===== config.mk =====
export PLATFORM = sky130hd
export DESIGN_NAME = mnep_parser
export DESIGN_NICKNAME = d
export VERILOG_FILES = /design/src/hw/rtl/mnep_pkg.sv /design/src/hw/rtl/mnep_parser.sv
export SDC_FILE = /design/constraint.sdc
export NUM_CORES = 1
export LEC_CHECK = 0
export BUFFER_PORTS_ARGS = -buffer_cell sky130_fd_sc_hd__clkbuf_2
export CAP_MARGIN = 20
export CORE_MARGIN = 5
export CORE_UTILIZATION = 45
export DETAILED_ROUTE_END_ITERATION = 8
export PLACE_DENSITY = 0.66
export SYNTH_ARGS = -nofsm -noshare
export SYNTH_HDL_FRONTEND = slang
export SYNTH_SLANG_ARGS = --single-unit

===== constraint.sdc =====
create_clock -name clk -period 3.5 [get_ports clk]
set_input_delay 0.175 -clock clk [delete_from_list [all_inputs] [get_ports clk]]
set_output_delay 0.175 -clock clk [all_outputs]
set_load 0.02 [all_outputs]

===== src/hw/rtl/mnep_pkg.sv =====
// Shared types and constants for the MIDI note event parser.
// No dependencies; every other file imports this package.
package mnep_pkg;

  localparam int unsigned TimeoutW = 16;
  localparam int unsigned KeyW = 7;

  localparam logic [TimeoutW-1:0] TIMEOUT_RESET = 16'd100;
  localparam logic [TimeoutW-1:0] IDLE_MAX = 16'hFFFF;

  localparam logic [7:0] NOTE_LOW = 8'd21;
  localparam logic [7:0] NOTE_HIGH = 8'd108;

  // status kinds (upper nibble)
  localparam logic [3:0] KIND_NOTE_OFF = 4'h8;
  localparam logic [3:0] KIND_NOTE_ON = 4'h9;
  localparam logic [3:0] KIND_PROG_CHANGE = 4'hC;
  localparam logic [3:0] KIND_CHAN_PRESSURE = 4'hD;

  localparam logic ACT_TICK = 1'b0;
  localparam logic ACT_BYTE = 1'b1;

  typedef enum logic [1:0] {
    PH_STATUS = 2'd0,
    PH_DATA1 = 2'd1,
    PH_DATA2 = 2'd2
  } phase_t;

  typedef struct packed {
    logic hit;
    logic key_released;
    logic [KeyW-1:0] key_index;
  } note_evt_t;

endpackage


===== src/hw/rtl/mnep_parser.sv =====
// Parser state (phase, held bytes, idle counter) and the per-item decode.
// Depends on mnep_pkg. The event output is combinational from the current item.
module mnep_parser import mnep_pkg::*; (
  input  logic                clk,
  input  logic                rst,
  input  logic                step,
  input  logic                action,
  input  logic [7:0]          rx_byte,
  input  logic [TimeoutW-1:0] timeout_ticks,
  output note_evt_t           evt
);

  phase_t              phase, phase_next;
  logic [7:0]          held_status, held_status_next;
  logic [7:0]          held_first_data, held_first_data_next;
  logic [TimeoutW-1:0] idle_count, idle_count_next;

  phase_t     ph_eff;
  logic [7:0] st_eff;
  logic [7:0] fd_eff;
  logic       expired;
  logic [7:0] note;
  logic [7:0] velocity;
  logic       note_msg;

  // a byte after a long idle first drops any partial message
  assign expired = idle_count > timeout_ticks;
  assign ph_eff = expired ? PH_STATUS : phase;
  assign st_eff = expired ? 8'h00 : held_status;
  assign fd_eff = expired ? 8'h00 : held_first_data;

  always_comb begin
    phase_next = phase;
    held_status_next = held_status;
    held_first_data_next = held_first_data;
    idle_count_next = idle_count;
    note_msg = 1'b0;
    if (action == ACT_TICK) begin
      if (idle_count != IDLE_MAX) begin
        idle_count_next = idle_count + 1'b1;
      end
    end else begin
      idle_count_next = '0;
      held_status_next = st_eff;
      held_first_data_next = fd_eff;
      case (ph_eff)
        PH_DATA1: begin
          held_first_data_next = rx_byte;
          if (st_eff[7:4] inside {KIND_PROG_CHANGE, KIND_CHAN_PRESSURE}) begin
            phase_next = PH_STATUS;
          end else begin
            phase_next = PH_DATA2;
          end
        end
        PH_DATA2: begin
          note_msg = 1'b1;
          phase_next = PH_STATUS;
        end
        default: begin
          phase_next = PH_STATUS;
          if (rx_byte[7]) begin
            held_status_next = rx_byte;
            phase_next = PH_DATA1;
          end
        end
      endcase
    end
  end

  assign note = fd_eff;
  assign velocity = rx_byte;

  always_comb begin
    evt = '0;
    evt.key_index = KeyW'(note - NOTE_LOW);
    if (note_msg && note inside {[NOTE_LOW:NOTE_HIGH]}) begin
      case (st_eff[7:4])
        KIND_NOTE_ON: begin
          evt.hit = 1'b1;
          evt.key_released = (velocity == 8'h00);
        end
        KIND_NOTE_OFF: begin
          evt.hit = 1'b1;
          evt.key_released = 1'b1;
        end
        default: evt.hit = 1'b0;
      endcase
    end
  end

  always_ff @(posedge clk) begin
    if (rst) begin
      phase <= PH_STATUS;
      held_status <= '0;
      held_first_data <= '0;
      idle_count <= '0;
    end else if (step) begin
      phase <= phase_next;
      held_status <= held_status_next;
      held_first_data <= held_first_data_next;
      idle_count <= idle_count_next;
    end
  end

endmodule


**Word level (Yosys, flattened, before mapping)**

Index checks and enable logic that the tools add are counted.

- Output and inout bits: 9
- Flip-flop bits (word level): 34
- Word-level logic and storage cells: 41
- Input port bits: 28

- Order comparisons: 3
- $add $sub $neg: 2
- Equal/unequal tests: 7
- Reduce and logical (&&, ||, !) cells: 9
- Muxes and demuxes: 16

Operator list:

| operator | number |
|---|---|
| two-way mux 8 bit | 5 |
| two-way mux 16 bit | 2 |
| adder 16 x 1 -> 16 bit (second input constant) | 1 |
| == test 4 bit (second input constant) | 4 |
| > comparator 16 bit | 1 |
| inequality test 16 bit (second input constant) | 1 |
| greater-or-equal comparator 8 x 5 -> 1 bit (second input constant) | 1 |
| <= comparator 8 x 7 -> 1 bit (second input constant) | 1 |
| zero test 8 bit | 1 |
| subtractor 7 x 5 -> 7 bit (second input constant) | 1 |
| two-way mux 2 bit | 3 |
| two-way mux 1 bit | 4 |
| case mux 2 bit (2 select lines) | 1 |
| AND reduction 2 bit | 2 |
| nonzero test 2 bit | 2 |
| OR reduction 2 bit | 2 |
| == test 2 x 1 -> 1 bit (second input constant) | 1 |
| == test 2 bit (second input constant) | 1 |
| logical AND 1 bit | 2 |
| case mux 1 bit (2 select lines) | 1 |

**Logic depth before layout (Yosys ltp)**

Gate-level depths: netlist of run 1.

- Word-level depth: 7
- Gate-level depth with buffers: 14
- Gate-level depth less buffers: 13

**Worst setup path before layout of run 1**

OpenSTA, ideal clock, no wires.

- Kind: register to output
- Start: reg idle_count[14]
- End: out evt[7] in the netlist's numbering
- Data required time: 3325 ps
- Arrival: 3333 ps
- Slack: -8 ps
- Path buffers: 1
- Stages on the path, launching flop included: 13
- Cell sequence: dfxtp_1 -> ha_1 -> nand4_2 -> a2111o_1 -> a31oi_4 -> buf_6 -> nand2b_1 -> ha_1 -> nor2b_1 -> a21oi_1 -> o31ai_1 -> a2111o_1 -> a211oi_1

RTL lines:

| item | line | RTL |
|---|---|---|
| start, declared | mnep_parser.sv:16 | `logic [TimeoutW-1:0] idle_count, idle_count_next;` |
| start signal, assigned | mnep_parser.sv:101 | `idle_count <= idle_count_next;` |
| end, declared | mnep_parser.sv:10 | `output note_evt_t evt` |

==> results of run 1 <==
==> metal layers <==
layer  part of all wire [%]  track usage, %
met3                    5.1           3.725
met2                     42           24.21
met5                      0               0
met1                     52           23.87
met4                    1.2           5.155
==> placed cells by master, fill, tap and decap left out, drive strengths merged, types with 2 or more instances in the layout <==
master	count
clkbuf	40
dfxtp	30
inv	27
nor2	24
ha	21
nand2	19
xnor2	16
a21oi	16
and3	11
a31oi	9
nor3	9
buf	9
o41ai	8
o21ai	8
nor2b	7
nand4	7
nand2b	6
nand3	5
nor4	5
a211oi	4
a22oi	3
a2111o	2
nor4b	2
a2111oi	2
a21boi	2
==> cell type report <==
cell class,count,share of cell area (%)
inverters,27,3.714
repair buffers,42,8.803
flip-flops and latches,30,22.65
well taps,67,3.072
clock buffers,7,3.164
multi-input cells,201,58.41
clock inverters,1,0.1834
==> worst max path at each step <==
stage               depth (start not counted)      startpoint     end
floorplan                                  12  idle_count[14]  evt[7]
global placement                           13  idle_count[11]  evt[7]
detailed placement                         14  idle_count[11]  evt[7]
CTS                                        14  idle_count[11]  evt[7]
global route                               12  idle_count[14]  evt[7]
finish                                     12  idle_count[14]  evt[7]
==> power by group <==
group | internal (uW) | switching [uW] | leakage (uW)
sequential | 353 | 13.5 | 0.000248
clock | 158 | 130 | 0.0000482
combinational | 54.2 | 69.4 | 0.000796
==> stage by stage <==
| stage | worst slack [ns] | total power, uW | TNS [ns] | instances |
|---|---|---|---|---|
| 2_1_floorplan | 0.1667 | 440.4 | 0 | 265 |
| 3_3_place_gp | 0.2344 | 481.5 | 0 | 364 |
| 3_5_place_dp | 0.2119 | 481.7 | 0 | 364 |
| 4_1_cts | 0.003480 | 775.6 | 0 | 374 |
| 5_1_grt | -0.01058 | 816.0 | -0.01058 | 375 |
| 6_report | 0.1086 | 778.3 | 0 | 375 |
==> sequential cells by signal, indices dropped and copies added (netlist names) <==
| register | count |
|---|---|
| held_status | 4 |
| idle_count | 16 |
| held_first_data | 8 |
| phase | 2 |
==> timing repair <==
item / in CTS / in global routing
endpoints found under the setup margin: 1 / 3
cloned: 0 / 0
buffers inserted: 2 / 1
pin swaps: 5 / 10
gates resized for setup: 7 / 34
==> cell families after synthesis <==
kind of cell / Yosys count / synth area share (%)
AO/OA/AOI/OAI: 61 / 19.74
XOR/XNOR: 16 / 6.426
adder cells (fa/ha/maj): 21 / 12.05
buffers and inverters: 34 / 6.541
flip-flops: 30 / 27.54
multiplexers: 1 / 0.4590
AND/OR/NAND/NOR: 102 / 27.25
==> critical path: cells and delay by family, from the launching register on <==
family | cells | cell delay (ns)
compound gates | 6 | 1.57
fa+ha+maj | 2 | 0.45
simple gates | 3 | 0.38
flops | 1 | 0.34
buf+inv | 1 | 0.17
==> reports/summary.txt, run 1 <==
Post-synthesis register bit count - 30
Die Span Y - 79.62 um
CP max stage cell - a2111o_1
Power per Cell Area - 285.2 nW/um^2
# rows - 25
Final Cell Area - 2729 um^2
Final Hold Viols - 0
Die ar. - 6339 um^2
Most common cell in the netlist - dfxtp_1
Clock-pin slew on the worst setup and hold paths - 0.06 ns
Post-CTS Hold Fix Bufs - 0
DR iter-0 viols - 118
Hold path depth - 3
Synthesis warning total - 0
Area leader, netlist - dfxtp_1
Top post-synthesis cells by count - dfxtp_1, inv_1, nor2_1
Vias in the first global route - 1809
CTS Buffer Depth - 2
Worst VDD drop - 0.2000 mV
WS Path Type - reg2out
Pleak - 0.001093 uW
GPL Wtd Cong - 0.7574
Worst Skew - 0.004335 ns
Layout cells sized above 1 - 28.57%
Multi-input gate area - 1594 um^2
Post-Syn Area - 2181 um^2
Max Cap Viol - 0
Initial core utilization - 46.17%
Final core utilization - 57.77%
Diode count - 0
Peak Freq - 294.9 MHz
EDFF count, synth - 0
Cells after Synth - 265
Worst r2r path cells - 11
Avg Inst Size Synth - 8.230 um^2
Final period utilization - 96.90%
Port bufs - 36
Detailed placement HPWL - 3812 um
Drt total wl - 5114 um
ANT nets after route - 0
Die W - 79.62 um
Crit path max fanout - 4
CP most frequent cell - a2111o_1
Hold path endpoint - held_status[5]
Fill count - 445
Placed inst area - 2431 um^2
Syn nets - 314
Clk root buf - clkbuf_8
Drt drc - 0
Drt pass-1 iters - 4
Area Overhead vs Synth - 25.13%
CP Launch Type - flop
Grt total ovfl - 0
Unrepaired setup endpoints after global routing - yes
Worst EP required - 3.32 ns
DR vias - 2014
Via density - 5.371
Reg2reg start - idle_count[14]
Largest net degree at the start of global routing - 24
CP max stage delay - 0.46 ns
CP Cell Sequence - ha_4 > nand4_4 > a2111o_1 > a31oi_4 > nand2b_4 > ha_2 > nor2b_1 > o21ai_1 > a21oi_2 > a2111o_1 > a211oi_2 > buf_4
WP data arrival - 3.22 ns
R2R Path End - held_status[6]
Num CTS Buffers - 5
Clock sink total - 30
Slew @ Worst Pin - 0.6277 ns
WL/cell - 13.64 um
# setup viols final - 0
Worst-Skew Late Latency - 0.28 ns
Post-synthesis sequential area ratio - 27.54%
Crit end category - output port
FFs w/ async S/R, synth - 0%
Pins Over Slew Limit - 0
Yosys cell types - 46
Hold/Removal Path Class - in2reg
Register Area - 618.1 um^2
Area contributors post-synth - dfxtp_1, ha_1, xnor2_1
R2r setup slk - 0.51 ns
Synth top area share - 27.54%
H-Tree Depth - 2
Initial antenna violation count - 0
Hold Slack - 0.1724 ns
Core region area - 4723 um^2
CTS tree - yes
Final min period - 3.391 ns
First-pass GRT wire length - 8404 um
Slew headroom - 57.07%
Boundary Pins - 37
Global Route Usage Sum - 16.56%
Net count, final - 356
Ys flop type - dfxtp_1
Hold Crit Start - rx_byte[5]
Outcome - complete, no violations
Note: power is estimated with default switching activity, not from simulation.
==> inputs of run 2 (changes only) <==
--- a/config.mk
+++ b/config.mk
@@ -10,7 +10,7 @@
 export CORE_MARGIN = 5
 export CORE_UTILIZATION = 45
 export DETAILED_ROUTE_END_ITERATION = 8
-export PLACE_DENSITY = 0.66
+export PLACE_DENSITY = 0.68
 export SYNTH_ARGS = -nofsm -noshare
 export SYNTH_HDL_FRONTEND = slang
 export SYNTH_SLANG_ARGS = --single-unit
==> run 2 against run 1 <==
Effect of this change:
- sequential power about the same
- largest cell class unchanged
- routed wire length down 0.47%
- die area unchanged
==> reports/summary.txt, run 2 (synthesized netlist as in run 1, its figures left out) <==
Final Cell Area - 2630 um^2 (-3.6%)
Worst VDD drop - 0.1790 mV (-10%)
Worst-Skew Late Latency - 0.28 ns (about the same)
Die ar. - 6339 um^2 (unchanged)
WS Path Type - reg2out
Clock-pin slew on the worst setup and hold paths - 0.07 ns (about the same)
WP data arrival - 3.17 ns (-0.05 ns)
Final Hold Viols - 0 (unchanged)
Hold Slack - 0.1770 ns (+0.004567 ns)
Internal power - 560.8 uW (-0.86%)
Final period utilization - 95.66% (-1.2 points)
CTS Buffer Depth - 2 (unchanged)
Sum of buffers and inverters on the critical path - 1 (unchanged)
Diode count - 0 (unchanged)
Clk root buf - clkbuf_8
# setup viols final - 0 (unchanged)
CP Launch Type - flop
Commonest cells after routing, fill and taps aside - clkbuf_2, inv_1, dfxtp_1
Biggest regs - idle_count x16, held_first_data x8, held_status x4
First-pass GRT wire length - 8576 um (+2.0%)
Layout cells sized above 1 - 24.10% (-4.5 points)
Area Overhead vs Synth - 20.60%
Largest net degree at the start of global routing - 21 (-13%)
Drt drc - 0 (unchanged)
Core region area - 4723 um^2 (unchanged)
Drt total wl - 5090 um (-0.47%)
Num CTS Buffers - 5 (unchanged)
Die Span Y - 79.62 um (unchanged)
H-Tree Depth - 2 (unchanged)
Final WS setup - 0.1517 ns (+0.04315 ns)
Outcome - complete, no violations
Most common cell after layout, fill and taps aside - clkbuf_2
Crit path max fanout - 5 (+1)
WL/cell - 13.61 um (-0.20%)
Peak Freq - 298.7 MHz (+1.3%)
# rows - 25 (unchanged)
Placed inst area - 2431 um^2 (unchanged)
Port bufs - 36 (unchanged)
Fill count - 444 (-0.22%)
Hold/Removal Path Class - in2reg
Switching portion of total power - 27.00% (-0.32 points)
ANT nets after route - 0 (unchanged)
Net count, final - 355 (-0.28%)
Worst slack at placement - 0.2028 ns (-0.009024 ns)
Psw - 207.4 uW (-2.4%)
DR iter-0 viols - 85 (-28%)
Largest register FFs - 16 (unchanged)
Initial core utilization - 46.17% (unchanged)
Worst Skew - 0.007511 ns (+0.003175 ns)
CP max stage cell - a2111o_1
Detailed placement HPWL - 3929 um (+3.1%)
Boundary Pins - 37 (unchanged)
Drt pass-1 iters - 4 (unchanged)
Combinational Power Share - 14.9% (-1.0 points)
Largest delay share family, worst path - compound AO/OA/AOI/OAI gates
Slew @ Worst Pin - 0.5751 ns (-0.05265 ns)
Die W - 79.62 um (unchanged)
Grt total ovfl - 0 (unchanged)
Initial antenna violation count - 0 (unchanged)
Slew headroom - 60.67% (+3.6 points)
Reg with most FFs - idle_count
Global Route Usage Sum - 16.97% (+0.41 points)
R2r setup slk - 0.35 ns (-0.16 ns)
Clock sink total - 30 (unchanged)
Max Cap Viol - 0 (unchanged)
Vias in the first global route - 1864 (+3.0%)
CP max stage delay - 0.48 ns (+0.02 ns)
Final min period - 3.348 ns (-0.04314 ns)
Clock network fraction of design power - 37.3% (+0.3 points)
DR vias - 2015 (+0.050%)
Power per Cell Area - 292.1 nW/um^2 (+2.4%)
Pins Over Slew Limit - 0 (unchanged)
CP Cell Sequence - ha_1 > nand4_1 > a2111o_1 > a31oi_4 > nand2b_4 > ha_1 > nor2b_1 > o21ai_1 > a21oi_1 > a2111o_1 > a211oi_2 > buf_4
Pleak - 0.001077 uW (-1.5%)
Worst EP required - 3.32 ns (about the same)
GPL Wtd Cong - 0.8048 (+6.3%)
Via density - 5.388 (+0.32%)
Crit end category - output port
CTS tree - yes
Seq pwr share - 47.7% (+0.6 points)
Multi-input gate area - 1526 um^2 (-4.2%)
Register Area - 606.8 um^2 (-1.8%)
-- run 2: changes by cell type in the layout (fill, tap and decap cells not counted), moves of 2 or more --
cell     before  now
a21oi_2       2    0
dfxtp_2       8    5
ha_1         13   17
a21oi_1      14   16
dfxtp_4       2    0
dfxtp_1      20   25
ha_4          7    3
-- run 2: what timing repair did --
action / in CTS / in global routing
setup endpoints to repair: 1 / 3
buffers inserted: 2 / 0
pin swaps: 4 / 6
resized for setup: 8 / 13
hold buffers: 0 / 0
-- run 2: power groups by stage --
| stage | clock network (uW) | registers [uW] | logic (uW) |
|---|---|---|---|
| 2_1_floorplan | 0 | 369 | 71.2 |
| 3_3_place_gp | 0 | 373 | 108 |
| 3_5_place_dp | 0 | 373 | 109 |
| 4_1_cts | 296 | 366 | 112 |
| 5_1_grt | 318 | 369 | 128 |
| 6_report | 287 | 367 | 115 |
-- run 2: per-layer routing --
| metal | GRT usage [%] | wire length [um] |
|---|---|---|
| met5 | 0 | 0 |
| met4 | 5.670 | 72 |
| met3 | 4.063 | 250 |
| met2 | 25.38 | 2212 |
| met1 | 23.71 | 2555 |
-- run 2: layout make-up --
cell class,count,share of cell area [%]
inverter,27,3.853
sequential,30,23.07
multi-input combinational,201,58.04
timing repair buffer,41,8.373
tap,67,3.187
clock inverter,1,0.1903
clock buffer,7,3.283
-- run 2: final timing paths --
check / start / end / cells past startpoint
setup / recovery: idle_count[6] / evt[7] / 12
hold / removal: rx_byte[4] / held_status[4] / 3
setup reg to reg: idle_count[6] / held_first_data[5] / 12
hold reg to reg: held_first_data[7] / held_first_data[7] / 2
-- run 2: per-stage QoR --
step | cells | setup TNS (ns) | total power [uW] | utilization [%]
finish | 374 | 0 | 768.2 | 55.68
global route | 374 | -0.005397 | 815.3 | 55.68
CTS | 374 | 0 | 774.2 | 54.60
detailed placement | 364 | 0 | 482.1 | 51.47
global placement | 364 | 0 | 480.9 | 51.47
floorplan | 265 | 0 | 440.4 | -
-- run 2: tightest hold or removal path, cell delays in order --
cell	delay [ns]
clkbuf_2	0.11
a22oi_1	0.07
o21ai_0	0.06
